--- config.mk ---
export PLATFORM = sky130hd
export DESIGN_NAME = saful_ram
export DESIGN_NICKNAME = d
export VERILOG_FILES = /design/src/rtl/saful_ram.sv
export SDC_FILE = /design/constraint.sdc
export NUM_CORES = 1
export LEC_CHECK = 0
export BUFFER_PORTS_ARGS = -buffer_cell sky130_fd_sc_hd__buf_2
export CAP_MARGIN = 25
export CORE_MARGIN = 4
export CORE_UTILIZATION = 50
export DETAILED_ROUTE_END_ITERATION = 6
export HOLD_SLACK_MARGIN = 0.08
export PLACE_DENSITY = 0.67
export SLEW_MARGIN = 20
export SYNTH_ARGS = -nofsm -noshare
export SYNTH_HDL_FRONTEND = slang
export SYNTH_SLANG_ARGS = --single-unit
--- constraint.sdc ---
create_clock -name clk -period 1.7 [get_ports clk]
set_input_delay 0.085 -clock clk [delete_from_list [all_inputs] [get_ports clk]]
set_output_delay 0.085 -clock clk [all_outputs]
set_load 0.1 [all_outputs]
--- src/rtl/saful_ram.sv ---
// Generic single-write, single-read RAM with registered read data.
module saful_ram #(
  parameter int WIDTH = 8,
  parameter int DEPTH = 16
) (
  input  logic                     clk,
  input  logic                     wr_en,
  input  logic [$clog2(DEPTH)-1:0] wr_addr,
  input  logic [WIDTH-1:0]         wr_data,
  input  logic                     rd_en,
  input  logic [$clog2(DEPTH)-1:0] rd_addr,
  output logic [WIDTH-1:0]         rd_data
);

  logic [WIDTH-1:0] mem [DEPTH];

  always_ff @(posedge clk) begin
    if (wr_en) begin
      mem[wr_addr] <= wr_data;
    end
    if (rd_en) begin
      rd_data <= mem[rd_addr];
    end
  end

endmodule

==> impl_metrics.yaml <==
synth:
  largest_area_contributor_in_the_netlist: "edfxtp_1"
  synth_seq_area_share_pct: 78.1
  synth_top_area_share_pct: 78.1
  synth_seq_cells: 136
  ys.flop_type: "edfxtp_1"
  synth_edf_count: 136
  syn_std_cell_area_sq_um: 5230
  synth_commonest_cells: "edfxtp_1, mux4_2, a22oi_1, mux4_1, nor2_1"
  post_synth_main_area_contributors: "edfxtp_1, mux4_2, mux4_1"
  synthDistinctLibCells: 18
  synth_cells: 229
  synth.avg_cell_area_sq_um: 22.8
  cell_with_the_most_instances_after_synthesis: "edfxtp_1"
  synth_async_sr_flop_share_pct: 0
  number_of_warnings_reported_in_the_yosys_synthesis_log: 0
  mappedNetlistNets: 248
worst_hold_path:
  hold_class: "in -> reg"
  min_delay_worst_endpoint: "mem[7][2]"
  whs_path_depth: 3
  worst_hold_start: "wr_addr[2]"
cells_and_area:
  nets: 316
  n_antenna_cell: 0
  multi_input_area_sq_um: 1060
  sequential_cell_area_sq_um: 4080
  num-fill-cells: 692
  area_growth_pct: 20.6
  post_route_cells_drive_above_1_share_pct: 30.7
power_and_ir_drop:
  leakagePower_nw: 2.16
  p_sw_share_pct: 20.2
  cellPowerDensity_nw_per_um2: 1220
  pwr-share-seq_pct: 49.3
  fraction_of_power_consumed_by_combinational_cells_pct: 6.3
  total_switching_power_mw: 1.56
  pint_mw: 6.14
  post-layout-total-power_mw: 7.70
  vdd_drop_max_mv: 0.735
  pwr-share-clk_pct: 44.4
worst_setup_path:
  reg2reg_depth: 3
  endpoint_kind: "register"
  worst-setup-path-type: "reg -> reg"
  slowest_stage: "mux4_1"
  path_max_fanout: 1
  r2r_slack_ns: 0.22
  critical_path_arrival_ns: 1.73
  start_kind: "register"
  worstReg2RegStart: "mem[2][5]"
  critPathMaxStageDelay_ns: 0.50
  setup.worst_path.start: "mem[2][5]"
  critical_path.reg2reg.endpoint: "rd_data[5]"
  cell_chain_critical_path: "mux4_1, a22oi_1, nand2_1"
  worstPathRequired_ns: 1.96
clock_tree:
  cts_setup_buffers: 0
  tritoncts.num_buffers: 17
  cts_buffer_depth: 2
  cts_tree: "yes"
  cts_resized: 0
  clock_latency_ns: 0.51
  clock_tree.htree_level_count: 4
  library_cell_used_as_clock_root_buffer: "clkbuf_8"
  cts_num_sinks: 136
  clk_transition_reported_paths_ns: 0.06
  holdBufCountCts: 9
global_routing:
  grt_pass1_wl_um: 15000
  leftover_overflow_at_the_end_of_global_routing: 0
  via_count_of_the_first_global_routing_pass: 2575
  grt_util_all_layers_pct: 17.9
  grt_max_degree: 33
  antenna_found_initial: 0
timing:
  post-route-period-util_pct: 86.8
  hold_viol_final: 0
  worst_clock_skew_ns: 0.00729
  timing.setup.tns_ns: 0
  report.final.setup_viol: 0
  setup_repair_after_global_routing_missed_its_margin: "no"
  max_clock_freq_mhz: 678
  final.setup.worst_slack_ns: 0.224
  worst_margin_slew_ns: 0.500
  fin_crit_ns: 1.48
  timing.final.max_slew_violations: 0
  timing.max_slew.rel_slack_pct: 66.9
floorplanning:
  ios: 27
  fp.dieH_um: 110
  die_footprint_sq_um: 12200
  core_sq_um: 10200
  die_x_um: 110
  initial_utilization_pct: 51.1
  num_rows: 37
routing:
  num_vias: 2518
  detail_route.wl_per_cell_um: 21.4
  drt_iter0_drc: 181
  route.detailed.drc: 0
  dr.pass1.iters: 4
  routed_wirelength_um: 9510
  drt.antenna.violating_nets: 0
  post_drt_via_cell_ratio: 5.66
placed_design:
  gpl.final_weighted_congestion: 0.716
  preCtsSetupSlack_ns: 0.0389
  buffer_ports.inserted: 26
  hpwl_um: 6170
status:
  status: "finished, final reports clean"
job:
  max_cap_violations: 0
-- cells by family (layout without fill, tap and decap cells) --
kind of cell | after synthesis | count (layout) | share of synthesized area (%)
compound gates | 16 | 16 | 2.30
mux | 32 | 32 | 14.8
buf+inv | 10 | 90 | 1.65
simple gates | 35 | 35 | 3.14
flops | 136 | 136 | 78.1
-- layout make-up --
type,count,area share [%]
Sequential cell,136,64.8
Tap cell,136,2.70
Clock buffer,19,6.69
Timing Repair Buffer,59,6.95
Multi-Input combinational cell,83,16.8
Clock inverter,12,2.12
-- worst max-delay path: cells and delay by family (launching register included) --
family,cells,cell delay (ns)
AO/OA/AOI/OAI,1,0.28
flip-flops,1,0.36
multiplexers,1,0.50
AND/OR/NAND/NOR,1,0.08
-- per-stage QoR --
step | instances | area [sq um] | util [%] | hold WS (ns)
floorplan | 229 | 5230 | - | 0.184
global placement | 405 | 5660 | 55.3 | 0.469
detailed placement | 405 | 5660 | 55.3 | 0.471
CTS | 445 | 6300 | 61.6 | 0.118
global route | 445 | 6300 | 61.6 | 0.150
finish | 445 | 6300 | 61.6 | 0.140
-- power groups by stage --
| stage | registers, mW | logic [mW] | clock network [mW] |
|---|---|---|---|
| 5_1_grt | 3.80 | 0.522 | 3.63 |
| 2_1_floorplan | 3.98 | 0.191 | 0 |
| 6_report | 3.80 | 0.484 | 3.42 |
| 3_5_place_dp | 3.87 | 0.471 | 0 |
| 3_3_place_gp | 3.86 | 0.465 | 0 |
| 4_1_cts | 3.80 | 0.489 | 3.47 |
-- sequential cells by signal, summed over array words and instances, names as in the netlist --
| register | count |
|---|---|
| mem | 128 |
| rd_data | 8 |
-- placed cells by master, fill, tap and decap left out --
cell / n
clkinv_1: 3
nand3_1: 1
buf_12: 3
clkbuf_8: 1
nand3b_1: 2
clkbuf_1: 2
a22oi_1: 16
nand2b_1: 2
mux4_1: 14
nand2_1: 9
nor2_1: 13
mux4_2: 18
edfxtp_1: 136
clkbuf_16: 16
bufinv_16: 3
clkinv_2: 5
nor3_1: 4
and2_1: 1
buf_2: 26
dlygate4sd3_1: 9
nor2b_1: 1
or3b_2: 1
clkinvlp_4: 1
and2b_1: 1
buf_4: 21
-- worst max-delay path by stage --
stage	to	slack, ns
final	rd_data[5]	0.22
after global routing	rd_data[5]	0.11
after CTS	rd_data[5]	0.21
after detailed placement	rd_data[2]	0.04
after global placement	rd_data[2]	0.02
after floorplan	mem[0][0]	0.12
-- routing by layer --
metal | routed length, um | global-route usage [%] | vias up
met3 | 511 | 5.30 | 8
li1 | - | - | 1117
met5 | 0 | 0 | -
met4 | 98 | 6.16 | 0
met1 | 4160 | 24.9 | 1327
met2 | 4740 | 27.5 | 66
No activity file was read; power rests on OpenSTA's default activity.
